--- src/rtl/dcrt_pkg.sv ---
// ----------------------------------------------------------------------------
// dcrt_pkg
// Types, codes and timing constants of the display controller.
// ----------------------------------------------------------------------------
package dcrt_pkg;

  // Access kinds
  localparam logic [1:0] ACT_TICK  = 2'd0;
  localparam logic [1:0] ACT_READ  = 2'd1;
  localparam logic [1:0] ACT_WRITE = 2'd2;

  // Bus event codes
  localparam logic [3:0] EV_NONE       = 4'd0;
  localparam logic [3:0] EV_CANCEL_ACK = 4'd1;
  localparam logic [3:0] EV_BEEP       = 4'd2;
  localparam logic [3:0] EV_ATTENTION  = 4'd3;
  localparam logic [3:0] EV_CRT_ON     = 4'd4;
  localparam logic [3:0] EV_CRT_OFF    = 4'd5;
  localparam logic [3:0] EV_BUSY_CLR   = 4'd6;
  localparam logic [3:0] EV_BUSY_SET   = 4'd7;
  localparam logic [3:0] EV_VRAM_ON    = 4'd8;
  localparam logic [3:0] EV_VRAM_OFF   = 4'd9;
  localparam logic [3:0] EV_NMI_MASK   = 4'd10;

  // Register addresses
  localparam logic [15:0] ADDR_CANCEL  = 16'hd402;
  localparam logic [15:0] ADDR_BEEP    = 16'hd403;
  localparam logic [15:0] ADDR_ATTN    = 16'hd404;
  localparam logic [15:0] ADDR_CRT     = 16'hd408;
  localparam logic [15:0] ADDR_VRAM    = 16'hd409;
  localparam logic [15:0] ADDR_BUSY    = 16'hd40a;
  localparam logic [15:0] ADDR_OFS_HI  = 16'hd40e;
  localparam logic [15:0] ADDR_OFS_LO  = 16'hd40f;
  localparam logic [15:0] ADDR_MISC    = 16'hd430;

  localparam logic [7:0] OFS_LO_MASK = 8'he0;

  // Timing in microseconds
  localparam logic [14:0] VSYNC_ACTIVE_US = 15'd16130;
  localparam logic [14:0] VSYNC_PULSE_US  = 15'd510;
  localparam logic [14:0] VSYNC_RESET_US  = 15'd1520;
  localparam logic [11:0] VBLANK_US       = 12'd3940;
  localparam logic [11:0] HSYNC_US        = 12'd24;
  localparam logic [11:0] ACTIVE_US       = 12'd39;
  localparam logic [8:0]  LINES           = 9'd200;
  localparam logic [8:0]  LINE_RESET      = 9'd300;
  localparam logic [14:0] NMI_PERIOD_US   = 15'd20000;

  typedef struct packed {
    logic [1:0]  action;
    logic [15:0] bus_addr;
    logic [7:0]  write_data;
    logic        line_engine_busy;
    logic        sub_in_reset;
  } dcrt_in_t;

  typedef struct packed {
    logic [7:0]  read_data;
    logic        claimed;
    logic [3:0]  bus_event;
    logic        scroll_valid;
    logic [15:0] scroll_delta;
    logic        scroll_page;
    logic        vsync_level;
    logic        blank_level;
    logic        nmi_pulse;
    logic        shown_page;
    logic        working_page;
    logic [1:0]  char_rom_bank;
  } dcrt_out_t;

endpackage

--- src/rtl/display_controller_regs_and_timing.sv ---
// ----------------------------------------------------------------------------
// display_controller_regs_and_timing
// Display controller register decode, video timers and sub-CPU NMI timer.
// ----------------------------------------------------------------------------
//  channel | direction | handshake           | payload
//  in_     | input     | in_valid / in_stall | dcrt_in_t (tick, read, write)
//  out_    | output    | out_valid/out_stall | dcrt_out_t (one per item)
//  cfg_    | input     | cfg_valid/cfg_ready | cfg_data (advanced-model enable)
//
//  One item per cycle while the output is not stalled; each result appears in the cycle after its transfer.
//  Timers and registers update in the transfer cycle, the result goes to a
//  single output register. in_stall rises only while that register is full
//  and stalled. Reset is synchronous; no clearing pass is needed.
// ----------------------------------------------------------------------------
module display_controller_regs_and_timing (
  input  logic              clk,
  input  logic              rst_n,
  input  logic              in_valid,
  output logic              in_stall,
  input  dcrt_pkg::dcrt_in_t  in_data,
  output logic              out_valid,
  input  logic              out_stall,
  output dcrt_pkg::dcrt_out_t out_data,
  input  logic              cfg_valid,
  output logic              cfg_ready,
  input  logic              cfg_data
);
  import dcrt_pkg::*;

  logic        is_av_r;
  logic        vsync_on_r,  vsync_on_nxt;
  logic [14:0] vsync_tmr_r, vsync_tmr_nxt;
  logic        blank_on_r,  blank_on_nxt;
  logic [11:0] blank_tmr_r, blank_tmr_nxt;
  logic [8:0]  line_cnt_r,  line_cnt_nxt;
  logic [14:0] nmi_tmr_r,   nmi_tmr_nxt;
  logic        nmi_en_r,    nmi_en_nxt;
  logic        crt_en_r,    crt_en_nxt;
  logic        vram_acc_r,  vram_acc_nxt;
  logic        ext_ofs_r,   ext_ofs_nxt;
  logic [3:0]  page_r,      page_nxt;
  logic [13:0] pend_r   [2];
  logic [13:0] pend_nxt [2];
  logic [13:0] cmt_r    [2];
  logic [13:0] cmt_nxt  [2];
  logic [1:0]  par_r,       par_nxt;
  logic        out_valid_r;
  dcrt_out_t   out_data_r;
  dcrt_out_t   res;
  logic        in_accept;
  logic        act_pg;
  logic [7:0]  lo_byte;
  logic [13:0] new_ofs;
  logic        ofs_wr;

  assign in_stall  = out_valid_r & out_stall;
  assign in_accept = in_valid & ~in_stall;
  assign cfg_ready = 1'b1;
  assign out_valid = out_valid_r;
  assign out_data  = out_data_r;
  assign act_pg    = page_r[1];

  always_comb begin
    vsync_on_nxt  = vsync_on_r;
    vsync_tmr_nxt = vsync_tmr_r;
    blank_on_nxt  = blank_on_r;
    blank_tmr_nxt = blank_tmr_r;
    line_cnt_nxt  = line_cnt_r;
    nmi_tmr_nxt   = nmi_tmr_r;
    nmi_en_nxt    = nmi_en_r;
    crt_en_nxt    = crt_en_r;
    vram_acc_nxt  = vram_acc_r;
    ext_ofs_nxt   = ext_ofs_r;
    page_nxt      = page_r;
    pend_nxt      = pend_r;
    cmt_nxt       = cmt_r;
    par_nxt       = par_r;
    res           = '0;
    ofs_wr        = 1'b0;
    new_ofs       = pend_r[act_pg];
    lo_byte       = ext_ofs_r ? in_data.write_data : (in_data.write_data & OFS_LO_MASK);

    case (in_data.action)
      ACT_TICK: begin
        if (vsync_tmr_r <= 15'd1) begin
          vsync_on_nxt  = ~vsync_on_r;
          vsync_tmr_nxt = vsync_on_r ? VSYNC_ACTIVE_US : VSYNC_PULSE_US;
        end else begin
          vsync_tmr_nxt = vsync_tmr_r - 15'd1;
        end

        if (blank_tmr_r <= 12'd1) begin
          if (line_cnt_r >= LINES) begin
            blank_on_nxt = 1'b1;
            if (!blank_on_r) begin
              blank_tmr_nxt = VBLANK_US;
            end else begin
              blank_tmr_nxt = HSYNC_US;
              line_cnt_nxt  = '0;
            end
          end else if (blank_on_r) begin
            blank_on_nxt  = 1'b0;
            blank_tmr_nxt = ACTIVE_US + {11'd0, line_cnt_r[0]};
            line_cnt_nxt  = line_cnt_r + 9'd1;
          end else begin
            blank_on_nxt  = 1'b1;
            blank_tmr_nxt = HSYNC_US;
          end
        end else begin
          blank_tmr_nxt = blank_tmr_r - 12'd1;
        end

        if (nmi_en_r) begin
          if (nmi_tmr_r <= 15'd1) begin
            nmi_tmr_nxt   = NMI_PERIOD_US;
            res.nmi_pulse = 1'b1;
          end else begin
            nmi_tmr_nxt = nmi_tmr_r - 15'd1;
          end
        end
      end

      ACT_READ: begin
        case (in_data.bus_addr)
          ADDR_CANCEL: begin
            res.read_data = 8'hff; res.claimed = 1'b1; res.bus_event = EV_CANCEL_ACK;
          end
          ADDR_BEEP: begin
            res.read_data = 8'hff; res.claimed = 1'b1; res.bus_event = EV_BEEP;
          end
          ADDR_ATTN: begin
            res.read_data = 8'hff; res.claimed = 1'b1; res.bus_event = EV_ATTENTION;
          end
          ADDR_CRT: begin
            crt_en_nxt = 1'b1;
            res.read_data = 8'hff; res.claimed = 1'b1; res.bus_event = EV_CRT_ON;
          end
          ADDR_VRAM: begin
            vram_acc_nxt = 1'b1;
            res.read_data = 8'hff; res.claimed = 1'b1; res.bus_event = EV_VRAM_ON;
          end
          ADDR_BUSY: begin
            res.read_data = 8'hff; res.claimed = 1'b1; res.bus_event = EV_BUSY_CLR;
          end
          ADDR_MISC: begin
            if (is_av_r) begin
              // Blank and busy status bits are active low; vsync and sub-CPU reset are active high
              res.read_data = {~blank_on_r, 2'b11, ~in_data.line_engine_busy, 1'b1,
                               vsync_on_r, 1'b1, in_data.sub_in_reset};
              res.claimed   = 1'b1;
            end
          end
          default: begin
          end
        endcase
      end

      ACT_WRITE: begin
        case (in_data.bus_addr)
          ADDR_CRT: begin
            crt_en_nxt = 1'b0;
            res.claimed = 1'b1; res.bus_event = EV_CRT_OFF;
          end
          ADDR_VRAM: begin
            vram_acc_nxt = 1'b0;
            res.claimed = 1'b1; res.bus_event = EV_VRAM_OFF;
          end
          ADDR_BUSY: begin
            res.claimed = 1'b1; res.bus_event = EV_BUSY_SET;
          end
          ADDR_OFS_HI: begin
            new_ofs = {in_data.write_data[5:0], pend_r[act_pg][7:0]};
            ofs_wr  = 1'b1;
            res.claimed = 1'b1;
          end
          ADDR_OFS_LO: begin
            new_ofs = {pend_r[act_pg][13:8], lo_byte};
            ofs_wr  = 1'b1;
            res.claimed = 1'b1;
          end
          ADDR_MISC: begin
            nmi_en_nxt  = ~in_data.write_data[7];
            if (in_data.write_data[7]) begin
              res.bus_event = EV_NMI_MASK;
            end
            page_nxt    = {in_data.write_data[1:0], in_data.write_data[5],
                           in_data.write_data[6]};
            ext_ofs_nxt = in_data.write_data[2];
            res.claimed = 1'b1;
          end
          default: begin
          end
        endcase
      end

      default: begin
      end
    endcase

    // Commit the pending offset on every second write to the page
    if (ofs_wr) begin
      pend_nxt[act_pg] = new_ofs;
      par_nxt[act_pg]  = ~par_r[act_pg];
      if (par_r[act_pg]) begin
        res.scroll_valid = 1'b1;
        res.scroll_delta = {2'b00, new_ofs} - {2'b00, cmt_r[act_pg]};
        res.scroll_page  = act_pg;
        cmt_nxt[act_pg]  = new_ofs;
      end
    end

    res.vsync_level   = vsync_on_nxt;
    res.blank_level   = blank_on_nxt;
    res.shown_page    = page_nxt[0];
    res.working_page  = page_nxt[1];
    res.char_rom_bank = page_nxt[3:2];
  end

  always_ff @(posedge clk) begin
    if (!rst_n) begin
      is_av_r     <= 1'b1;
      vsync_on_r  <= 1'b0;
      vsync_tmr_r <= VSYNC_RESET_US;
      blank_on_r  <= 1'b1;
      blank_tmr_r <= VBLANK_US;
      line_cnt_r  <= LINE_RESET;
      nmi_tmr_r   <= NMI_PERIOD_US;
      nmi_en_r    <= 1'b1;
      crt_en_r    <= 1'b0;
      vram_acc_r  <= 1'b0;
      ext_ofs_r   <= 1'b0;
      page_r      <= '0;
      pend_r      <= '{default: '0};
      cmt_r       <= '{default: '0};
      par_r       <= '0;
      out_valid_r <= 1'b0;
    end else begin
      if (cfg_valid && cfg_ready) begin
        is_av_r <= cfg_data;
      end
      if (in_accept) begin
        vsync_on_r  <= vsync_on_nxt;
        vsync_tmr_r <= vsync_tmr_nxt;
        blank_on_r  <= blank_on_nxt;
        blank_tmr_r <= blank_tmr_nxt;
        line_cnt_r  <= line_cnt_nxt;
        nmi_tmr_r   <= nmi_tmr_nxt;
        nmi_en_r    <= nmi_en_nxt;
        crt_en_r    <= crt_en_nxt;
        vram_acc_r  <= vram_acc_nxt;
        ext_ofs_r   <= ext_ofs_nxt;
        page_r      <= page_nxt;
        pend_r      <= pend_nxt;
        cmt_r       <= cmt_nxt;
        par_r       <= par_nxt;
        out_valid_r <= 1'b1;
      end else if (!out_stall) begin
        out_valid_r <= 1'b0;
      end
    end
  end

  // Result payload, no reset needed
  always_ff @(posedge clk) begin
    if (in_accept) begin
      out_data_r <= res;
    end
  end

endmodule

--- config.mk ---
export PLATFORM = sky130hd
export DESIGN_NAME = display_controller_regs_and_timing
export DESIGN_NICKNAME = d
export VERILOG_FILES = /design/src/rtl/dcrt_pkg.sv /design/src/rtl/display_controller_regs_and_timing.sv
export SDC_FILE = /design/constraint.sdc
export NUM_CORES = 1
export LEC_CHECK = 0
export ABC_AREA = 1
export BUFFER_PORTS_ARGS = -buffer_cell sky130_fd_sc_hd__buf_4
export CORE_ASPECT_RATIO = 1.2
export CORE_UTILIZATION = 50
export CTS_CLUSTER_SIZE = 14
export DETAILED_ROUTE_END_ITERATION = 7
export HOLD_SLACK_MARGIN = 0.05
export PLACE_DENSITY = 0.77
export SYNTH_ARGS = -nofsm -noshare
export SYNTH_HDL_FRONTEND = slang
export SYNTH_SLANG_ARGS = --single-unit
--- constraint.sdc ---
create_clock -name clk -period 3.2 [get_ports clk]
set_clock_uncertainty 0.1 [all_clocks]
set_input_delay 0 -clock clk [delete_from_list [all_inputs] [get_ports clk]]
set_output_delay 0 -clock clk [all_outputs]
set_load 0.1 [all_outputs]
**Word-level counts from Yosys, hierarchy flattened**

Index checks and enable logic that the tools add are counted.

- Reductions and logical operators: 14
- Equal/unequal tests: 12
- Muxes and demuxes: 49
- $add $sub $neg: 6
- Order comparisons: 8
- Bitwise logic cells: 9

Operator list:

| kind | number |
|---|---|
| $eq A16 B16 Y1 const B | 9 |
| $mux W14 | 9 |
| $bwmux W28 | 2 |
| $mux W12 | 3 |
| $mux W9 | 4 |
| $le A15 B1 Y1 const B | 2 |
| $mux W15 | 2 |
| $sub A15 B1 Y15 const B | 2 |
| $pmux W14 S2 | 1 |
| $pmux W4 S6 | 1 |
| $mux W18 | 1 |
| $pmux W9 S2 | 1 |
| $pmux W4 S4 | 1 |
| $mux W1 | 15 |
| $sub A14 B14 Y15 | 1 |
| $demux W14 S1 | 1 |
| $le A12 B1 Y1 const B | 1 |
| $mux W4 | 3 |
| $reduce_or A6 Y1 | 2 |
| $sub A12 B1 Y12 const B | 1 |
| $pmux W5 S2 | 1 |
| $add A9 B1 Y9 const B | 1 |
| $ge A9 B8 Y1 const B | 1 |
| $reduce_and A3 Y1 | 3 |
| 20 further kinds | 30 |

- Logic and storage cells: 126
- Bits of input ports: 34
- Flip-flop bits (word level): 157

**Depth between registers and ports, before layout**

Gate-level depths: netlist of the first run.

- Word-level depth: 8
- Mapped depth: 25
- Gate-level depth less buffers: 25

**Least setup slack after synthesis of the first run**

No wires, ideal clock.

- Path type: reg-to-reg
- Start point: register out_valid_r (netlist: out_valid)
- End point: register nmi_tmr_r[14]
- Library setup time: 0.062 ns
- Period minus slack after synthesis: 2.892 ns
- Cell stages (with the launch flop): 14
- Arrival: 2.731 ns
- Slack: 0.308 ns
- Path through: dfxtp_1 -> nand2_2 -> inv_2 -> nor2_8 -> inv_2 -> buf_6 -> nor2_8 -> nand2_4 -> nor2_4 -> nand2_2 -> nor2_4 -> nand2_2 -> or3_1 -> nand3_1

- Cells in the longest elaborated chain, start to end: 4

Ends and longest elaborated chain:

| what | line | text |
|---|---|---|
| start: declaration | display_controller_regs_and_timing.sv:47 | `logic out_valid_r;` |
| start signal: assignment | display_controller_regs_and_timing.sv:236 | `out_valid_r <= 1'b0;` |
| start signal: assignment | display_controller_regs_and_timing.sv:256 | `out_valid_r <= 1'b1;` |
| start signal: assignment | display_controller_regs_and_timing.sv:258 | `out_valid_r <= 1'b0;` |
| $and A1 B1 Y1 | display_controller_regs_and_timing.sv:56 | `assign in_stall = out_valid_r & out_stall;` |
| via in_stall | display_controller_regs_and_timing.sv:19 | `output logic in_stall,` |
| $not A1 Y1 | display_controller_regs_and_timing.sv:57 | `assign in_accept = in_valid & ~in_stall;` |
| $and A1 B1 Y1 | display_controller_regs_and_timing.sv:57 |  |
| via in_accept | display_controller_regs_and_timing.sv:50 | `logic in_accept;` |
| $reduce_and A3 Y1 (no line) | - |  |
| end signal: assignment | display_controller_regs_and_timing.sv:247 | `nmi_tmr_r <= nmi_tmr_nxt;` |
| end: declaration | display_controller_regs_and_timing.sv:36 | `logic [14:0] nmi_tmr_r, nmi_tmr_nxt;` |

The timed path passes the listed nets, and every way through them passes these cells.
A chain may end at the register's enable or synchronous reset.

**Worst setup path in the final report of the first run**

- Start point: register page_r[1]
- End point: register out_data_r, in the netlist out_data[20], data pin

- Cells in the longest elaborated chain, start to end: 7
- Elaborated cells on any way between the ends: 13
- Classes of those cells: 1 x add/sub; 10 x mux; 1 x bitwise; 1 x reduce/logical

Ends and longest elaborated chain:

| what | line | text |
|---|---|---|
| start: declaration | display_controller_regs_and_timing.sv:41 | `logic [3:0] page_r, page_nxt;` |
| start signal: assignment | display_controller_regs_and_timing.sv:252 | `page_r <= page_nxt;` |
| $not A1 Y2 (implied by the code) * | display_controller_regs_and_timing.sv:80, display_controller_regs_and_timing.sv:172 |  |
| $mux W14 (implied by the code) * (3 in series) | display_controller_regs_and_timing.sv:80 | `new_ofs = pend_r[act_pg];` |
| $pmux W14 S2 | display_controller_regs_and_timing.sv:159 | `case (in_data.bus_addr)` |
| $mux W14 * | display_controller_regs_and_timing.sv:83 | `case (in_data.action)` |
| via new_ofs[3] | display_controller_regs_and_timing.sv:53 | `logic [13:0] new_ofs;` |
| $sub A14 B14 Y15 * | display_controller_regs_and_timing.sv:206 | `res.scroll_delta = {2'b00, new_ofs} - {2'b00, cmt_r[act_pg]};` |
| end signal: assignment | display_controller_regs_and_timing.sv:266 | `out_data_r <= res;` |
| end: declaration | display_controller_regs_and_timing.sv:48 | `dcrt_out_t out_data_r;` |

Mark *: on every way through the listed nets, which the timed path passes. The rest lies on a longest branch. The select of a mux whose other input is x is not followed.

==> results of run 1 <==
state kept, by name, summed over array words and instances (netlist names), 2 cells and up:
register / cells
out_data: 34
cmt_r: 28
pend_r: 28
nmi_tmr_r: 15
vsync_tmr_r: 15
blank_tmr_r: 12
line_cnt_r: 9
page_r: 4
par_r: 2
logic make-up (layout without fill, tap and decap cells):
family / Yosys count / count (layout) / share of synthesized area (%)
AO/OA/AOI/OAI: 241 / 241 / 17.0
XOR/XNOR: 26 / 26 / 2.83
adder cells (fa/ha/maj): 28 / 28 / 4.45
buffers and inverters: 155 / 262 / 7.87
flip-flops: 153 / 153 / 42.3
multiplexers: 11 / 11 / 1.37
other: 1 / 1 / 0.0466
AND/OR/NAND/NOR: 408 / 408 / 24.1
synth_stat cells (14+ instances only):
cell,number,area (sq um)
edfxtp_1,34,1020
a211oi_1,19,143
nor2_1,105,394
nor3_1,19,95.1
a21oi_1,85,425
nand2_1,172,646
inv_1,107,402
clkbuf_1,17,63.8
o21ai_0,88,440
ha_1,27,338
nand3_1,39,195
dfxtp_1,119,2380
nand2_2,14,87.6
per-layer routing:
layer / GRT usage, % / part of all wire, % / vias up
li1: - / - / 3627
met1: 29.0 / 42 / 3334
met2: 44.3 / 50 / 228
met3: 4.98 / 5.0 / 54
met4: 13.0 / 3.8 / 0
met5: 0 / 0 / -
cell type report:
type                    instances  area share (%)
clock buffers                  21            4.58
repair buffers                112            9.29
clock inverters                11            1.53
multi-input cells             715            41.9
well taps                     208            2.71
flip-flops and latches        153            35.4
inverters                     118            4.62
cells in the final DEF, fill, tap and decap left out, types with 14 or more instances in the layout:
cell and n:
a21oi_1 85, o21ai_0 87, buf_4 91, clkbuf_16 17
dfxtp_1 119, dlygate4sd3_1 21, nand2_2 14, nand3_1 38
edfxtp_1 34, nand2_1 172, a211oi_1 19, nor3_1 18
inv_1 107, ha_1 27, nor2_1 105
path summary, 6_finish.rpt:
kind,end,start,slack (ns)
worst max-delay path,out_data[20],page_r[1],0.23
worst min-delay path,out_data[26],in_data[26],0.06
worst max register to register,out_data[20],page_r[1],0.23
worst min register to register,line_cnt_r[8],line_cnt_r[8],0.35
per-stage QoR:
stage,util (%),cells
final,61.5,1338
after global placement,56.2,1285
after floorplan,-,1023
after detailed placement,56.2,1285
after global routing,61.5,1338
after CTS,61.4,1338
power by group through the flow:
| stage | clock network [mW] | logic (mW) | registers (mW) |
|---|---|---|---|
| after detailed placement | 0 | 0.441 | 2.08 |
| after floorplan | 0 | 0.178 | 2.22 |
| final | 2.03 | 0.467 | 2.03 |
| after global routing | 2.12 | 0.493 | 2.04 |
| after CTS | 2.04 | 0.464 | 2.03 |
| after global placement | 0 | 0.437 | 2.08 |
what timing repair did:
item / 4_1_cts / 5_1_grt
hold endpoints to repair: 70 / 0
setup endpoints to repair: 0 / 7
hold buffers: 21 / 0
resized for setup: 0 / 6
worst register-to-register path: stages (launching register included):
cell and delay [ns]:
dfxtp_1 0.31, inv_1 0.33, buf_4 0.27, nand2_1 0.08, o211ai_1 0.11, o31ai_1 0.17, ha_1 0.39, nand3_1 0.10
nand2_1 0.09, inv_1 0.05, o21bai_1 0.12, nand3_1 0.10, nand2_2 0.10, nand2_1 0.06, nand2_1 0.08, nand2_1 0.07
a21oi_1 0.12, nor2_1 0.06
==> summary.txt, run 1 <==
GRT
  – Pin count of the biggest net entering global routing: between 50 and 60
  – All-Layer GR Usage: between 20 and 30%
  – First-pass GRT wire length: 33.6 mm
  – Vias in the first global route: 7137
  – Initial antenna violation count: 0
  – Total grt overflow: 0

Place
  – Post-DP HPWL: 14.1 mm
  – Number of buffers added on ports: 73
  – Cell Area, Placed: between 8000 and 9000 sq um
  – Placer Congestion: ~0.9
  – Setup slack at placement: 0.136 ns

Cells and area
  – Area delta synth->final: 19.6%
  – Register Area: ~3400 sq um
  – # fillers: approximately 1400
  – Fin area: 9620 sq um
  – Share of layout cells above drive strength 1: 16.1%
  – Fin nets: 1179
  – Antenna fix cells: 0
  – Multi-input gate area: 4030 sq um

Power
  – Power density over cell area: 471 nW/um^2
  – Seq pwr share: 44.9%
  – Final Power: approximately 4.5 mW
  – Leak: ~4.0 nW
  – Switching Share: 25.8%
  – Net Sw Power: roughly 1.2 mW
  – Internal Power: about 3.4 mW
  – VDD IR max: ~350 uV
  – Comb power frac: a little over 10%
  – Clock group share of total power: between 40% and 50%

Clocking
  – H-tree Lvls: 4
  – Clock root buffer: clkbuf_16
  – Setup repair bufs after CTS: 0
  – CTS sink cnt: ~150
  – CTS tree: built
  – Clk Latency, worst-skew pair: between 0.4 and 0.5 ns
  – CTS Buf Count: 17
  – Clock transition at path regs: about 0.070 ns
  – Max Root-Sink Buffers: 2

Setup path
  – Crit-path max FO: 14
  – WS Path Type: flip-flop to flip-flop
  – Crit path depth: 17
  – Most used cell, CP: nand2_1
  – Delay-heaviest family, CP: simple AND/OR/NAND/NOR gates
  – Crit path required time: roughly 3.3 ns
  – Critical Path Start Type: flip-flop
  – Setup crit end kind: flip-flop
  – Worst stage delay on the critical path: just under 0.4 ns
  – Buf/Inv on CP: 3
  – Critical path, cell by cell: inv_1 > buf_4 > nand2_1 > o211ai_1 > o31ai_1 > ha_1 > nand3_1 > nand2_1 > inv_1 > o21bai_1 > nand3_1 > nand2_2 > nand2_1 > nand2_1 > nand2_1 > a21oi_1 > nor2_1
  – Critical path's slowest cell: ha_1
  – Reg2Reg Depth: 17
  – Crit path DAT: between 3 and 4 ns

Timing
  – Final setup violation count: 0
  – Fmax achieved: roughly 340 MHz
  – Min cycle time layout: 2.97 ns
  – RSZ-0062 raised after global routing: no
  – Setup TNS: 0 ns
  – Part of the cycle the worst path needs: roughly 93%
  – Min setup slack post-route: around 0.23 ns
  – Worst relative slew slack: approximately 47%
  – Hold Fails Final Rpt: 0
  – Worst slew pin tran: between 0.7 and 0.8 ns
  – WHS: around 0.063 ns
  – Max-slew violation count: 0

Job
  – MaxCap Viol Count: 0

Synth
  – Distinct cells, synth: 57
  – Mapped Cells: roughly 1000
  – Ys Warns: 0
  – Top_reg_cell synth: dfxtp_1
  – Sequential cell area fraction in the yosys report: between 40% and 50%
  – Number of synthesized flops with an enable pin: 34
  – Syn_nets: between 1000 and 1500
  – Count of state elements after synthesis: 153
  – Mapped cell area: 8040 sq um
  – Asr flop ratio synth: 0%
  – Avg Cell Area, Syn: approximately 7.9 sq um

Detailed routing
  – DRC: 0
  – ANT nets after route: 0
  – Vias: 7243
  – TritonRoute pass-1 iters: 5
  – WL/cell: between 15 and 20 um
  – Drt via density: between 5 and 6
  – Total Routed Length: 20.1 mm
  – Initial DRC count: slightly above 400

Floorplanning
  – Row count: 50
  – Die Y: roughly 140 um
  – Starting density of the core: about half
  – # IOs: between 70 and 80
  – Core Region: approximately 16000 sq um
  – Chip Width: 118 um
  – Die area: ~17000 sq um

Hold path
  – Hold Path Depth: 5
  – Worst min-delay path class: primary input to flip-flop

Status
  – Status: finished, final reports clean
Note: power is estimated with default switching activity, not from simulation.
==> run 2: changes to the inputs <==
--- a/config.mk
+++ b/config.mk
@@ -5,7 +5,6 @@
 export SDC_FILE = /design/constraint.sdc
 export NUM_CORES = 1
 export LEC_CHECK = 0
-export ABC_AREA = 1
 export BUFFER_PORTS_ARGS = -buffer_cell sky130_fd_sc_hd__buf_4
 export CORE_ASPECT_RATIO = 1.2
 export CORE_UTILIZATION = 50
@@ -13,6 +12,7 @@
 export DETAILED_ROUTE_END_ITERATION = 7
 export HOLD_SLACK_MARGIN = 0.05
 export PLACE_DENSITY = 0.77
+export RECOVER_POWER = 25
 export SYNTH_ARGS = -nofsm -noshare
 export SYNTH_HDL_FRONTEND = slang
 export SYNTH_SLANG_ARGS = --single-unit
==> run 2 against run 1 <==
Design area decreased by 0.77%. Clock-buffer cell count decreased by 4. Largest power group unchanged. Largest cell class unchanged. Area after synthesis fell by 2.3%.
==> summary.txt, run 2 <==
Status
  – Status: finished, final reports clean

Timing
  – Hold Fails Final Rpt: 0
  – Min setup slack post-route: between 0.09 and 0.1 ns
  – Worst relative slew slack: between 10% and 20%
  – Fmax achieved: roughly 320 MHz
  – Max-slew violation count: 0
  – Setup TNS: 0 ns
  – Worst slew pin tran: about 1.2 ns
  – Final setup violation count: 0
  – Min cycle time layout: slightly above 3 ns
  – Part of the cycle the worst path needs: between 90% and 100%

Synth
  – Mapped cell area: between 7000 and 8000 sq um
  – Sequential cell area fraction in the yosys report: 43.3%
  – Syn_nets: approximately 970
  – Avg Cell Area, Syn: around 8.6 sq um
  – Ys Warns: 0
  – Count of state elements after synthesis: 153
  – Asr flop ratio synth: 0%
  – Adder-cell share of the synthesized area: about 4.6%
  – Mapped Cells: between 900 and 1000
  – Compound-Gate Fraction of Synth Area: 13.8%
  – Top_reg_cell synth: dfxtp_1
  – Synth cell count leaders: nor2_1, dfxtp_1, nand2_1, a21oi_1, mux2i_1
  – Yosys top cell by area: dfxtp_1
  – Largest family of logic cells by synthesized area: simple AND/OR/NAND/NOR gates
  – Simple-gate share of the synthesized area: 22.6%
  – Post-synth top area share: a little under a third
  – Most common cell in the netlist: nor2_1
  – Number of synthesized flops with an enable pin: 34
  – Distinct cells, synth: 67
  – Synth Area in XOR/XNOR: 3.35%
  – Largest cells by area after synthesis: dfxtp_1, edfxtp_1, mux2i_1, nor2_1, nand2_1
  – Multiplexer share of the synthesized area: 8.14%

Hold path
  – Worst min-delay path class: primary input to flip-flop

Floorplanning
  – Die Y: 139 um
  – Core Region: roughly 15000 sq um
  – Starting density of the core: a little over 50%
  – Die area: between 15000 and 20000 sq um
  – Chip Width: between 100 and 150 um
  – Row count: between 40 and 50
  – # IOs: 75

Setup path
  – Delay-heaviest family, CP: compound AO/OA/AOI/OAI gates
  – Crit path DAT: 3.18 ns
  – Crit path required time: 3.28 ns
  – Most used cell, CP: a211o_1
  – Crit-path max FO: 12
  – Critical path, cell by cell: buf_12 > mux2i_2 > o21ai_2 > fa_2 > a211o_1 > a21oi_2 > a221o_1 > a31oi_4 > a21o_1 > a211o_1 > and3_4
  – R2R setup slack: approximately 0.1 ns
  – WS Path Type: flip-flop to flip-flop
  – Setup crit end kind: flip-flop
  – Critical Path Start Type: flip-flop
  – Critical path's slowest cell: fa_2
  – Buf/Inv on CP: 1
  – Worst stage delay on the critical path: around 0.40 ns

Cells and area
  – Register Area: 3410 sq um
  – Area delta synth->final: 21.5%
  – # fillers: roughly 1300
  – Antenna fix cells: 0
  – Most frequent cells in the layout: nor2_1, dfxtp_1, nand2_1, buf_4, a21oi_1
  – Fin area: approximately 9500 sq um
  – Fin nets: between 1000 and 1500
  – Number of flip-flops in the largest register: 34
  – Final cell count without fillers: about 1200
  – Multi-input gate area: 4180 sq um
  – Commonest non-fill, non-tap cell in the layout: nor2_1
  – Share of layout cells above drive strength 1: between 10% and 20%

Detailed routing
  – Vias: 6913
  – TritonRoute pass-1 iters: 6
  – ANT nets after route: 0
  – WL/cell: between 10 and 15 um
  – Total Routed Length: ~19 mm
  – DRC: 0
  – Drt via density: about 5.5
  – Initial DRC count: about 420

Place
  – Setup slack at placement: -0.171 ns
  – Post-DP HPWL: about 13 mm
  – Placer Congestion: about 0.90
  – Placed Cells: between 1000 and 1500
  – Cell Area, Placed: slightly below 9000 sq um
  – Number of buffers added on ports: 73

GRT
  – Vias in the first global route: 6467
  – Total grt overflow: 0
  – Initial antenna violation count: 0
  – All-Layer GR Usage: about a quarter
  – First-pass GRT wire length: roughly 30 mm
  – Pin count of the biggest net entering global routing: 64

Clocking
  – Clock transition at path regs: around 0.070 ns
  – CTS tree: built
  – Max Root-Sink Buffers: 2
  – CTS sink cnt: between 150 and 200
  – CTS Buf Count: 17
  – H-tree Lvls: 4
  – Clock root buffer: clkbuf_16
  – Clk Latency, worst-skew pair: roughly 0.43 ns

Power
  – VDD IR max: approximately 360 uV
  – Leak: between 3 and 4 nW
  – Power density over cell area: between 400 and 500 nW/um^2

Job
  – MaxCap Viol Count: 0
-- run 2: changes by cell type after synthesis, moves of 11 or more --
| cell | change |
|---|---|
| inv_1 | -78 |
| nand2_1 | -61 |
| o21ai_0 | -46 |
| mux2i_1 | +45 |
| nor2_1 | +31 |
| nand3_1 | -18 |
| nand2_2 | -13 |
| clkbuf_1 | +12 |
| o211ai_1 | -12 |
| a211oi_1 | -11 |
-- run 2: final cells by class --
type	count	area share (%)
clock buffer	17	4.46
clock inverter	15	1.36
inverter	30	1.18
multi-input combinational	681	43.8
sequential	153	35.7
tap	204	2.67
timing repair buffer	149	10.9
-- run 2: layer usage --
layer | vias to the layer above | global-route usage [%] | wire [um]
met5 | - | 0 | 0
li1 | 3438 | - | -
met3 | 40 | 5.01 | 881
met4 | 0 | 9.99 | 468
met1 | 3228 | 27.3 | 7710
met2 | 207 | 41.6 | 9640
-- run 2: path summary, 6_finish.rpt --
kind,from,to,cells past startpoint
max,page_r[1],out_data[18],11
min,in_data[6],cmt_r[12],6
max reg2reg,page_r[1],out_data[18],11
min reg2reg,line_cnt_r[8],line_cnt_r[8],2
-- run 2: report_power, final --
group | internal, mW | switching (mW) | total (mW)
logic | 0.101 | 0.316 | 0.417
registers | 2.00 | 0.0201 | 2.02
clock network | 1.02 | 0.870 | 1.89
-- run 2: what timing repair did --
item	CTS	global route
resized for setup	0	12
hold buffers	18	0
hold endpoints to repair	50	0
setup buffers	0	1
endpoints found under the setup margin	0	4
-- run 2: worst min-delay path: stages --
cell	delay (ns)
buf_4	0.13
nor2_1	0.10
a21oi_1	0.07
buf_4	0.15
nand2_1	0.05
a21oi_1	0.06
-- run 2: metrics by stage --
stage	hold slack [ns]	power, mW	utilization, %
6_report	0.0812	4.33	63.0
3_5_place_dp	0.136	2.48	58.7
5_1_grt	0.0761	4.48	63.0
3_3_place_gp	0.127	2.48	58.7
2_1_floorplan	0.0241	2.37	-
4_1_cts	0.0582	4.39	63.6
-- run 2: cell families (layout without fill, tap and decap cells) --
group                    after synthesis  in the layout
flip-flops                           153            153
buffers and inverters                 77            211
adder cells (fa/ha/maj)               28             28
multiplexers                          63             63
XOR/XNOR                              30             30
AO/OA/AOI/OAI                        183            183
other                                  1              1
AND/OR/NAND/NOR                      376            376
